$ cat src/design/brk_pkg.sv
`timescale 1ns / 1ps
package brk_pkg;

  localparam int IN_W    = 208;
  localparam int OUT_W   = 72;
  localparam int IDX_W   = 8;
  localparam int ITER    = 16;
  localparam int QDEPTH  = 4;
  localparam int QPTR_W  = $clog2(QDEPTH);
  localparam int QCNT_W  = $clog2(QDEPTH + 1);
  localparam int DSTEPS  = 17;

  localparam logic [IDX_W-1:0] REG_BRAKE   = 8'd0;
  localparam logic [IDX_W-1:0] REG_MAXDIST = 8'd1;
  localparam logic [IDX_W-1:0] REG_CONE    = 8'd2;
  localparam logic [IDX_W-1:0] REG_CRIT    = 8'd3;
  localparam logic [IDX_W-1:0] REG_WARN    = 8'd4;
  localparam logic [IDX_W-1:0] REG_INFO    = 8'd5;

  localparam logic signed [15:0] RST_BRAKE = -16'sd1024;
  localparam logic [15:0] RST_MAXDIST = 16'd51200;
  localparam logic [15:0] RST_CONE    = 16'd5461;
  localparam logic [15:0] RST_CRIT    = 16'd384;
  localparam logic [15:0] RST_WARN    = 16'd768;
  localparam logic [15:0] RST_INFO    = 16'd1280;

  localparam logic [50:0] MIN_D2 = 51'd16384;

  localparam logic [1:0] LVL_NONE = 2'd0;
  localparam logic [1:0] LVL_INFO = 2'd1;
  localparam logic [1:0] LVL_WARN = 2'd2;
  localparam logic [1:0] LVL_CRIT = 2'd3;

  typedef struct packed {
    logic signed [15:0] brake_threshold;
    logic [15:0]        max_distance;
    logic [15:0]        cone_half_angle;
    logic [15:0]        ttc_critical;
    logic [15:0]        ttc_warning;
    logic [15:0]        ttc_info;
  } cfg_t;

  typedef struct packed {
    logic               ok;
    logic signed [17:0] dx;
    logic signed [17:0] dy;
    logic [31:0]        d2;
    logic [15:0]        own_heading;
    logic [15:0]        peer_heading;
    logic signed [15:0] own_speed;
    logic signed [15:0] peer_speed;
    logic [31:0]        peer_ident;
  } work_t;

  function automatic logic [15:0] atan_val(input int i);
    logic [15:0] v;
    case (i)
      0: v = 16'd8192;
      1: v = 16'd4836;
      2: v = 16'd2555;
      3: v = 16'd1297;
      4: v = 16'd651;
      5: v = 16'd326;
      6: v = 16'd163;
      7: v = 16'd81;
      8: v = 16'd41;
      9: v = 16'd20;
      10: v = 16'd10;
      11: v = 16'd5;
      12: v = 16'd3;
      13: v = 16'd1;
      14: v = 16'd1;
      default: v = 16'd0;
    endcase
    return v;
  endfunction

endpackage

$ cat src/design/brk_fifo.sv
`timescale 1ns / 1ps
module brk_fifo import brk_pkg::*; (
  input  logic  clk,
  input  logic  rst,
  input  logic  in_valid,
  output logic  in_ready,
  input  work_t in_item,
  output logic  out_valid,
  input  logic  out_ready,
  output work_t out_item
);

  work_t             mem [0:QDEPTH-1];
  logic [QPTR_W-1:0] wr_ptr, rd_ptr;
  logic [QCNT_W-1:0] count;
  logic              push, pop;

  assign in_ready  = count != QCNT_W'(QDEPTH);
  assign out_valid = count != '0;
  assign push      = in_valid && in_ready;
  assign pop       = out_valid && out_ready;
  assign out_item  = mem[rd_ptr];

  always_ff @(posedge clk) begin
    if (rst) begin
      wr_ptr <= '0;
      rd_ptr <= '0;
      count  <= '0;
    end else begin
      if (push) wr_ptr <= wr_ptr + 1'b1;
      if (pop) rd_ptr <= rd_ptr + 1'b1;
      if (push && !pop) count <= count + 1'b1;
      else if (pop && !push) count <= count - 1'b1;
    end
  end

  always_ff @(posedge clk) begin
    if (push) mem[wr_ptr] <= in_item;
  end

endmodule

$ cat config.mk
export PLATFORM = sky130hd
export DESIGN_NAME = brk_fifo
export DESIGN_NICKNAME = d
export VERILOG_FILES = /design/src/design/brk_pkg.sv /design/src/design/brk_fifo.sv
export SDC_FILE = /design/constraint.sdc
export NUM_CORES = 1
export LEC_CHECK = 0
export ABC_CLOCK_PERIOD_IN_PS = 4700
export BUFFER_PORTS_ARGS = -buffer_cell sky130_fd_sc_hd__buf_4
export CORE_ASPECT_RATIO = 2
export CORE_UTILIZATION = 51
export DETAILED_ROUTE_END_ITERATION = 8
export PLACE_DENSITY = 0.75
export RECOVER_POWER = 50
export SLEW_MARGIN = 25
export SYNTH_ARGS = -nofsm -noshare
export SYNTH_HDL_FRONTEND = slang
export SYNTH_SLANG_ARGS = --single-unit
$ cat constraint.sdc
create_clock -name clk -period 4.7 [get_ports clk]
set_input_delay 0.235 -clock clk [delete_from_list [all_inputs] [get_ports clk]]
set_output_delay 0.235 -clock clk [all_outputs]
set_load 0.02 [all_outputs]
== Yosys cells after proc, flatten, opt, wreduce, memory -nomap -nowiden ==
Memories as Yosys holds them, arrays and structs flattened. A register that Yosys moved wholly into a read port is not among the register bits.
Index checks and enable logic that the tools add are counted.

* Bits in registers: 7
* Bits in writable memories: 660
* Bits of input ports: 169
* Output and inout port bits: 167
* Logic and storage cells: 23
* Memories: 1

{| class="wikitable"
|+ Memory list
! name !! depth !! width !! rd ports !! clocked after memory_dff !! wr ports !! line !! source
|-
| mem || 4 || 165 || 1 || 1 || 1 || brk_fifo.sv:13 || <nowiki>work_t mem [0:QDEPTH-1];</nowiki>
|}

* Add/sub/neg operators: 4
* Equality and inequality tests: 1
* Mux-type cells: 6
* Reduce and logical (&&, ||, !) cells: 8

{| class="wikitable"
|+ Operators by type and width
! kind !! number
|-
| 2-to-1 mux 3 bit || 2
|-
| adder 2 x 1 -> 2 bit, second input constant || 2
|-
| logical AND 1 bit || 4
|-
| 2-to-1 mux 2 bit || 2
|-
| adder 3 x 1 -> 3 bit, second input constant || 1
|-
| inequality test 3 bit, second input constant || 1
|-
| nonzero test 3 bit || 1
|-
| subtractor 3 x 1 -> 3 bit, second input constant || 1
|-
| zero test 1 bit || 2
|-
| 2-to-1 mux 1 bit || 2
|-
| nonzero test 2 bit || 1
|}

== Depth between registers and ports, before layout ==
* Depth in word-level cells: 6
* Depth in mapped cells: 8
* Mapped depth without buffers: 8

== Least setup slack after synthesis ==
OpenSTA, ideal clock, no wires.

* Path type: register to register
* Start point: reg count[0]
* End point: mem mem[2][0] in the netlist's numbering (enable)
* Library setup time: 545 ps
* Arrival time: 4576 ps
* Data required time: 4155 ps
* Setup slack: -421 ps
* Cell stages (with the launch flop): 4
* Buffers on the path: 0
* Period minus slack after synthesis: 5121 ps
* Path through: dfxtp_1 -> nor2_1 -> a21boi_2 -> and2_1

* Longest elaborated chain between the ends: 4

{| class="wikitable"
|+ RTL lines
! what !! line !! source
|-
| from (decl) || brk_fifo.sv:15 || <nowiki>logic [QCNT_W-1:0] count;</nowiki>
|-
| from (signal assigned) || brk_fifo.sv:32 || <nowiki>if (push && !pop) count <= count + 1'b1;</nowiki>
|-
| from (signal assigned) || brk_fifo.sv:33 || <nowiki>else if (pop && !push) count <= count - 1'b1;</nowiki>
|-
| inequality test 3 bit || brk_fifo.sv:18 || <nowiki>assign in_ready = count != QCNT_W'(QDEPTH);</nowiki>
|-
| logical AND 1 bit || brk_fifo.sv:20 || <nowiki>assign push = in_valid && in_ready;</nowiki>
|-
| net push || brk_fifo.sv:16 || <nowiki>logic push, pop;</nowiki>
|-
| 2-to-1 mux 1 bit || brk_fifo.sv:38 || <nowiki>if (push) mem[wr_ptr] <= in_item;</nowiki>
|-
| 2-to-1 mux 1 bit (implied by the code) || brk_fifo.sv:38 ||
|-
| to (decl) || brk_fifo.sv:13 ||
|}

The timed path passes the listed nets, and every way through them passes these cells.

== Worst setup path in the final report ==
* Start point: reg count[0]
* End point: mem mem[0][147] in the netlist's numbering (enable)

Same word-level chain as after synthesis.

==> impl_metrics.ini <==
[placed_design]
place_inst = 1857
dp_hpwl_um = 29170
place.gp.congestion = 0.7452
place_area_um2 = 27580
io_buffer_count = 335
pre_cts_ws_ns = 2.074

[setup_path]
cp-end-kind = flip-flop
cpMaxStageDelayCell = clkbuf_4
cp_max_fo = 115
cp-start-kind = flip-flop
cp.arrival_ns = 3.61
cp_cell_sequence = nor2_1 > a21boi_0 > and2_0 > clkbuf_4
cp_slowest_stage_delay_ns = 1.25
critPathRequiredTime_ns = 4.86
crit_type = flip-flop to flip-flop

[cts]
clock_latency_ns = 0.58
cts_max_level = 2
cts_resized = 0
cts-buffers-inserted = 55
post_cts_buffers = 0
cts_buffer_depth = 3
cts-root-buf = clkbuf_16
cts.sinks = 669
cts_tree = yes
path_clk_slew_ns = 0.07

[route]
wl_per_cell_um = 22.89
vias = 11460
route.detailed.drc = 0
drt_pass1_iterations = 6
drtAntennaViolNets = 0
routed_wl_um = 48710
detail_route.vias_per_cell = 5.384
drtIter0Drc = 684

[timing]
setup_ws_ns = 1.251
worst_pin_slew_ns = 1.948
tns_ns = 0
rsz0062_at_grt = false
setup_viol = 0
period_share_pct = 73.39
min_period_ns = 3.449
finalClockSkew_ns = 0.01407
finalHoldViolations = 0
maxSlewHeadroom_pct = -29.86
report.final.slew_viol_count = 223
max_freq_mhz = 289.9

[yosys]
synth-warning-count = 0
synth.largest_area_cell = edfxtp_1
ys_ff_latch = 669
yosysTopAreaCellShare_pct = 81.17
synth.area.top_cells = edfxtp_1 (81%), mux4_2 (15%), buf_12 (0.90%), dfxtp_1 (0.74%), buf_8 (0.37%)
avgSynthCellArea_um2 = 26.83
synth_area_um2 = 24420
syn_nets = 1085
synth.distinct_cells = 25
synth_cells = 910
ys_seq_area_share_pct = 81.91

[die]
die_x_um = 156.7
coreArea_um2 = 47360
initial_core_util_pct = 51.55
die-height_um = 311.4
fp.dieArea_um2 = 48810
ioPinCount = 336
num_rows = 113

[layout]
drive_gt1_share_pct = 29.38
layout_commonest_cell = edfxtp_1
layoutNonFillerInstCount = 2128
nets = 1623
final_util_pct = 64.35
area_delta_synth_final_pct = 24.83
layout_common_cells = edfxtp_1 (660), clkbuf_1 (177), buf_4 (177)
final_area_um2 = 30480

[pwr]
p_leak_nw = 9.869
peakVddDrop_mv = 0.4560
power_density_nw_per_um2 = 552.5

[global_route]
antenna_found_initial = 6
gr-total-overflow = 0
grt_pass1_wl_um = 73400
grt_start_max_net_pins = 116
groute.usage.overall_pct = 20.46
grt_pass1_vias = 12430

[outcome]
violations = capacitance limit, slew limit
status = finished, violations left

[flow_run]
drv_cap = 2

[worst_hold_path]
hold_path_class = primary input to flip-flop
## worst max-delay path: cells and delay by family, from the launching register on
kind	cells	cell delay, ns
AO/OA/AOI/OAI	1	0.67
flip-flops	1	0.45
AND/OR/NAND/NOR	2	0.36
buffers and inverters	1	1.25
## flip-flops by register name, summed over array words and instances, names as in the netlist, named ones only
| name | cells |
|---|---|
| count | 3 |
| wr_ptr | 2 |
| mem | 660 |
| rd_ptr | 2 |
## where the power goes
group	leakage, nW	switching [W]	internal, W	total [W]
registers	6.12	0.000268	0.00725	0.00752
clock network	0.927	0.00199	0.00277	0.00476
logic	2.82	0.00244	0.00211	0.00456
## area by class of cell
type	count	area, µm²
Antenna cell	2	5.005
Clock buffer	67	1464
Clock inverter	36	434.2
Fill cell	3229	16880
Inverter	3	11.26
Multi-Input combinational cell	200	3988
Sequential cell	669	20010
Tap cell	632	790.8
Timing Repair Buffer	519	3780
## per-stage QoR
step           hold slack (ns)  total power [W]
6_report               0.09290          0.01684
5_1_grt                0.08915          0.01744
4_1_cts                0.06008          0.01710
3_5_place_dp            0.4376          0.01223
3_3_place_gp            0.4326          0.01215
2_1_floorplan           0.3339          0.01058
## worst paths after layout
kind                            startpoint           to  slack (ns)  cells past startpoint
worst max register to register    count[0]  mem[0][147]        1.25                      4
worst min-delay path             out_ready    flip-flop        0.09                      4
worst max-delay path              count[0]  mem[0][147]        1.25                      4
worst min register to register   rd_ptr[1]    flip-flop        0.54                      2
## cells by family after synthesis
kind of cell / synth area share (%)
muxes: 15.35
adders and majority gates: 0.3382
and+or+nand+nor: 0.3433
xor gates and xnor gates: 0.1435
buffers and inverters: 1.768
DFF: 81.91
AOI/OAI and AO/OA: 0.1537
## timing repair
item / CTS / global route
setup endpoints to repair: 0 / 0
hold endpoints to repair: 668 / 0
hold buffers: 166 / 0
## routing by layer
layer  GRT usage, %  routed length (µm)  vias to the layer above
met5              0                  58                        -
met4          9.046                1978                        8
met3          3.560                2506                       89
met2          35.80               26250                      378
met1          24.59               17910                     5965
li1               -                   -                     5018
## Yosys cell counts
library cell    n
edfxtp_1      660
mux4_2        165
buf_2          16
buf_12         11
dfxtp_1         9
nor2_1          8
buf_8           6
ha_1            5
and2_1          4
xor2_1          4
clkbuf_1        3
inv_1           3
mux2i_1         2
nand2b_1        2
or3_1           2
a21boi_2        1
a21oi_1         1
buf_4           1
buf_6           1
fa_1            1
mux2_2          1
nand2_1         1
o21ai_0         1
o311ai_0        1
o31ai_1         1
Note: power is estimated with default switching activity, not from simulation.
