<file path="config.mk">
export PLATFORM = sky130hd
export DESIGN_NAME = brk_front
export DESIGN_NICKNAME = d
export VERILOG_FILES = /design/src/design/brk_pkg.sv /design/src/design/brk_front.sv
export SDC_FILE = /design/constraint.sdc
export NUM_CORES = 2
export LEC_CHECK = 0
export ABC_AREA = 1
export BUFFER_PORTS_ARGS = -buffer_cell sky130_fd_sc_hd__buf_2
export CORE_UTILIZATION = 30
export DETAILED_ROUTE_END_ITERATION = 6
export PLACE_DENSITY = 0.44
export SLEW_MARGIN = 20
export SYNTH_ARGS = -nofsm -noshare
export SYNTH_HDL_FRONTEND = slang
export SYNTH_SLANG_ARGS = --single-unit
</file>
<file path="constraint.sdc">
create_clock -name clk -period 13.8 [get_ports clk]
set_input_delay 2.07 -clock clk [delete_from_list [all_inputs] [get_ports clk]]
set_output_delay 2.07 -clock clk [all_outputs]
set_load 0.02 [all_outputs]
</file>
<file path="src/design/brk_pkg.sv">
`timescale 1ns / 1ps
package brk_pkg;

  localparam int IN_W    = 208;
  localparam int OUT_W   = 72;
  localparam int IDX_W   = 8;
  localparam int ITER    = 16;
  localparam int QDEPTH  = 4;
  localparam int QPTR_W  = $clog2(QDEPTH);
  localparam int QCNT_W  = $clog2(QDEPTH + 1);
  localparam int DSTEPS  = 17;

  localparam logic [IDX_W-1:0] REG_BRAKE   = 8'd0;
  localparam logic [IDX_W-1:0] REG_MAXDIST = 8'd1;
  localparam logic [IDX_W-1:0] REG_CONE    = 8'd2;
  localparam logic [IDX_W-1:0] REG_CRIT    = 8'd3;
  localparam logic [IDX_W-1:0] REG_WARN    = 8'd4;
  localparam logic [IDX_W-1:0] REG_INFO    = 8'd5;

  localparam logic signed [15:0] RST_BRAKE = -16'sd1024;
  localparam logic [15:0] RST_MAXDIST = 16'd51200;
  localparam logic [15:0] RST_CONE    = 16'd5461;
  localparam logic [15:0] RST_CRIT    = 16'd384;
  localparam logic [15:0] RST_WARN    = 16'd768;
  localparam logic [15:0] RST_INFO    = 16'd1280;

  localparam logic [50:0] MIN_D2 = 51'd16384;

  localparam logic [1:0] LVL_NONE = 2'd0;
  localparam logic [1:0] LVL_INFO = 2'd1;
  localparam logic [1:0] LVL_WARN = 2'd2;
  localparam logic [1:0] LVL_CRIT = 2'd3;

  typedef struct packed {
    logic signed [15:0] brake_threshold;
    logic [15:0]        max_distance;
    logic [15:0]        cone_half_angle;
    logic [15:0]        ttc_critical;
    logic [15:0]        ttc_warning;
    logic [15:0]        ttc_info;
  } cfg_t;

  typedef struct packed {
    logic               ok;
    logic signed [17:0] dx;
    logic signed [17:0] dy;
    logic [31:0]        d2;
    logic [15:0]        own_heading;
    logic [15:0]        peer_heading;
    logic signed [15:0] own_speed;
    logic signed [15:0] peer_speed;
    logic [31:0]        peer_ident;
  } work_t;

  function automatic logic [15:0] atan_val(input int i);
    logic [15:0] v;
    case (i)
      0: v = 16'd8192;
      1: v = 16'd4836;
      2: v = 16'd2555;
      3: v = 16'd1297;
      4: v = 16'd651;
      5: v = 16'd326;
      6: v = 16'd163;
      7: v = 16'd81;
      8: v = 16'd41;
      9: v = 16'd20;
      10: v = 16'd10;
      11: v = 16'd5;
      12: v = 16'd3;
      13: v = 16'd1;
      14: v = 16'd1;
      default: v = 16'd0;
    endcase
    return v;
  endfunction

endpackage

</file>
<file path="src/design/brk_front.sv">
`timescale 1ns / 1ps
module brk_front import brk_pkg::*; (
  input  logic            clk,
  input  logic            rst,
  input  cfg_t            cfg,
  input  logic            in_valid,
  output logic            in_ready,
  input  logic [IN_W-1:0] in_data,
  output logic            push_valid,
  input  logic            push_ready,
  output work_t           push_item
);

  logic signed [23:0] own_e, own_n, peer_e, peer_n;
  logic signed [15:0] peer_a;
  logic               adv;

  logic               v1;
  logic signed [24:0] dx1, dy1;
  logic               brake1;
  logic [15:0]        oh1, ph1;
  logic signed [15:0] os1, ps1;
  logic [31:0]        id1;

  logic               v2;
  logic [49:0]        sqx, sqy;
  logic [31:0]        maxsq;
  logic               brake2;
  logic signed [17:0] dx2, dy2;
  logic [15:0]        oh2, ph2;
  logic signed [15:0] os2, ps2;
  logic [31:0]        id2;

  logic [50:0]        d2;

  assign own_e  = signed'(in_data[23:0]);
  assign own_n  = signed'(in_data[47:24]);
  assign peer_e = signed'(in_data[103:80]);
  assign peer_n = signed'(in_data[127:104]);
  assign peer_a = signed'(in_data[175:160]);

  assign adv      = !v2 || push_ready;
  assign in_ready = adv;

  always_ff @(posedge clk) begin
    if (rst) begin
      v1 <= 1'b0;
      v2 <= 1'b0;
    end else if (adv) begin
      v1 <= in_valid;
      v2 <= v1;
    end
  end

  always_ff @(posedge clk) begin
    if (adv) begin
      dx1    <= 25'(peer_e) - 25'(own_e);
      dy1    <= 25'(peer_n) - 25'(own_n);
      brake1 <= peer_a < cfg.brake_threshold;
      oh1    <= in_data[63:48];
      os1    <= signed'(in_data[79:64]);
      ph1    <= in_data[143:128];
      ps1    <= signed'(in_data[159:144]);
      id1    <= in_data[207:176];
      sqx    <= 50'(dx1 * dx1);
      sqy    <= 50'(dy1 * dy1);
      maxsq  <= 32'(cfg.max_distance * cfg.max_distance);
      brake2 <= brake1;
      dx2    <= dx1[17:0];
      dy2    <= dy1[17:0];
      oh2    <= oh1;
      ph2    <= ph1;
      os2    <= os1;
      ps2    <= ps1;
      id2    <= id1;
    end
  end

  assign d2 = 51'(sqx) + 51'(sqy);

  always_comb begin
    push_valid             = v2;
    push_item.ok           = brake2 && (d2 <= 51'(maxsq)) && (d2 >= MIN_D2);
    push_item.dx           = dx2;
    push_item.dy           = dy2;
    push_item.d2           = d2[31:0];
    push_item.own_heading  = oh2;
    push_item.peer_heading = ph2;
    push_item.own_speed    = os2;
    push_item.peer_speed   = ps2;
    push_item.peer_ident   = id2;
  end

endmodule

</file>
# After elaboration in Yosys (flattened, before gate mapping)
# Index checks and enable logic that the tools add are counted.
# word_totals
regBits	414
in_bits	308
out_inout_bits	167
# classes
add_sub_neg	3
n_mul	3
n_lt_le_gt_ge	3
n_reduce_logical	4
# op_table
op	n
$mul 25x25->50	2
$add 50x50->51	1
$ge 51x15->1 const B	1
$le 51x32->1	1
$sub 24x24->25	2
$mul 16x16->32	1
$lt 16x16->1	1
$logic_and 1x1->1	2
$logic_not 1->1	1
$logic_or 1x1->1	1

# Logic depth before layout (Yosys ltp)
# depth
word_depth	4
depth_mapped	33
mapped_depth_nobuf	31

# Worst setup path before layout
# OpenSTA, ideal clock, no wires.
# synth_path
kind	in2out
startpoint	input port push_ready
endpoint	output port in_ready
t_arrival_ns	10.077
slack_ns	1.653
cell_stages	2
cell_sequence	nor2_1 > inv_1
# synth_via
elab_chain_cells	1
# synth_lines
item	line_no	source
start, declared	brk_front.sv:10	input logic push_ready,
$logic_or 1x1->1	brk_front.sv:42	assign adv = !v2 || push_ready;
end, declared	brk_front.sv:7	output logic in_ready,
# No other way between the ends.

# Final worst setup path
# layout_path
startpoint	register dx1[24]
endpoint	register sqx[48] (data pin)
# layout_via
elab_chain_cells	1
# layout_lines
item	line_no	source
start, declared	brk_front.sv:19	logic signed [24:0] dx1, dy1;
start signal, assigned	brk_front.sv:57	dx1 <= 25'(peer_e) - 25'(own_e);
$mul 25x25->50	brk_front.sv:65	sqx <= 50'(dx1 * dx1);
end signal, assigned	brk_front.sv:65	
end, declared	brk_front.sv:26	logic [49:0] sqx, sqy;
# No other way between the ends.
# A chain may end at the register's enable or synchronous reset.

==> run summary <==
ys async rst share - 0
Synth top area share - 0.394
WP buf/inv - 7
Slew Limit Headroom - 0.307
Syn. warnings - 0
io pins - 475
clock transition at the registers of the reported paths - 0.06 ns
main area contributors after synthesis - fa_1 39%, edfxtp_1 17%, inv_1 13%, ha_1 9.8%, nand2_1 7.5%
starting density of the core - 0.303
max incr delay on CP - 1.19 ns
synthesized area - 70000 um2
Starting DRT DRC Count - 2558
H-tree Lvls - 2
worst reg2reg endpoint - sqx[48]
MaxCap Viol Count - 0
CP Max Fanout - 34
R2R Path Start - dx1[24]
final core utilization - 0.335
cells on worst reg2reg path - 22
met2 Use GR - 0.281
worst min-delay path class - reg2reg
CORE AREA - 231000 um2
status - complete, no violations
Yosys reg bits - 409
first-pass GRT wire length - 299 mm
post-CTS setup buffers - 0
Die Width - 485 um
final RePlAce weighted congestion - 0.901
count leader, synth - inv_1
Die Y - 485 um
Cell variety after synth - 54
layout cell share with drive strength beyond 1 - 0.0788
CP arrival - 8.38 ns
hold depth - 0
initial antenna violation count - 8
CP endpoint kind - flop
CTS buffer count - 53
setup_tns - 0 ns
row cnt - 176
pin count of the biggest net entering global routing - 72
Most Crowded Layer GR - met2
met3 Resource Use GR - 0.0168
Die Area - 235000 um2
PortBufs - 410
critical setup path kind - reg2reg
Top FF cell, synth - edfxtp_1
FMAX - 0.125 GHz
Syn Inst Count - 7758
Levels on crit path - 22
Hold Violations, Final - 0
Root Driver - clkbuf_16
clk_skew - 0.0530 ns
TritonRoute pass-1 iters - 5
Worst-Margin Slew - 1.04 ns
max-slew violation count - 0
Skew-Pair Late Insertion Delay - 0.70 ns
number of global-route vias before repair - 53.7k
cell chain of the critical path - buf_4 -> nand2_1 -> inv_1 -> fa_1 -> fa_1 -> fa_1 -> inv_1 -> fa_1 -> inv_1 -> fa_1 -> inv_1 -> fa_1 -> inv_1 -> ha_1 -> nand2_1 -> nor2_1 -> inv_1 -> nor4_1 -> nand4_1 -> nand4_1 -> a21oi_1 -> xor2_1
Sink Count - 409
Post-synth EDFFs - 407
slowest CP cell - fa_1
Area growth, synth to finish - 10.7%
Vias/cell - 4.39
DP HPWL - 157 mm
DR DRC count - 0
cell family with most CP delay - adder cells
RSZ-0062 raised after global routing - false
Routed WL - 186 mm
Syn Area/Cell - 9.02 um2
Final Setup Violations - 0
antenna-violating nets left - 0
Longest Clk Path Bufs - 3
Seq/Total Area, Yosys - 0.175
Post-CTS Resized - 0
GRT Residual Overflow - 0
Commonest cells post-synth - 2439 x inv_1, 1399 x nand2_1, 1379 x fa_1, 551 x ha_1, 407 x edfxtp_1
Tmin final - 7.97 ns
total track usage - 0.162
CTS tree - done
met1 Usage GRT - 0.219
hold path endpoint - ph2[13]
# nets final - 10.3k
required time of the worst setup path - 14.20 ns
worst hold start - ph1[13]
reg-to-reg setup timing slack - 5.83 ns
DR vias - 49.1k
area leader, netlist - fa_1
ratio of final minimum period to clock period - 0.578
critical path startpoint category - flop
hold-fix buffer count after cts - 0
wire per inst - 16.7 um
Mapped Nets - 9996
state kept, by name (all words and copies together) (netlist names), 17 cells and up:
signal,cells
dy1,25
dx1,25
id2,32
sqx,49
dx2,17
dy2,17
maxsq,31
sqy,49
id1,32
layer usage:
layer / wire length (um) / vias up
met3: 7470 / 161
met5: 92 / -
li1: - / 23400
met2: 90600 / 915
met1: 84500 / 24600
met4: 3690 / 12
logic make-up (layout without fill, tap and decap cells):
logic type | after synthesis | count (layout) | share of synthesized area
other | 0 | 2 | 0
and+or+nand+nor | 1965 | 1965 | 0.112
adders and majority gates | 1930 | 1930 | 0.493
AOI/OAI and AO/OA | 567 | 567 | 0.0471
DFF | 409 | 409 | 0.175
buffers and inverters | 2641 | 3034 | 0.142
xor gates and xnor gates | 246 | 246 | 0.0308
layout by cell type (no fill, tap or decap), types with 6 or more instances in the layout:
master	n
nand3_1	105
o21ai_2	6
edfxtp_1	407
a21oi_1	278
o211ai_1	9
o21ai_1	23
o21bai_1	25
xor2_1	155
nor3_1	23
o21a_1	14
nor2_1	329
clkbuf_16	53
a21o_1	15
clkbuf_1	6
a31oi_1	41
bufinv_16	8
nor4_1	12
buf_4	65
xnor2_1	91
clkinv_1	16
fa_1	1379
nand4_1	41
or2_2	10
ha_1	551
o221ai_1	10
clkinv_2	7
a211oi_1	9
nand2_2	17
inv_1	2438
inv_2	16
a21boi_0	7
o21ai_0	99
nand2_1	1399
buf_2	410
stage by stage:
stage          std cells  cell area (um2)  setup slack [ns]  hold WS (ns)
6_report           11200            77500              5.83         0.409
3_5_place_dp       11100            75600              5.73         0.405
2_1_floorplan       7758            70000              1.65         0.400
5_1_grt            11200            77500              5.33         0.413
4_1_cts            11200            77500              5.80         0.398
3_3_place_gp       11100            75600              5.69         0.400
worst max-delay path by stage:
stage,slack [ns],end,from
4_1_cts,5.80,sqx[48],dx1[24]
6_report,5.83,sqx[48],dx1[24]
3_5_place_dp,5.73,maxsq[29],cfg[70]
2_1_floorplan,1.65,in_ready,push_ready
5_1_grt,5.33,sqx[48],dx1[24]
3_3_place_gp,5.69,maxsq[29],cfg[77]
cell type report:
class,instances,area (um2)
well taps,3026,3790
clock inverters,41,485
flip-flops and latches,409,12300
inverters,2459,9240
multi-input cells,4708,47800
fillers,24200,154000
clock buffers,59,1350
repair buffers,475,2540
diodes,2,5.00
Power is not shown: default switching activity piles up to over one toggle a cycle in this logic, so the estimate is an artifact.
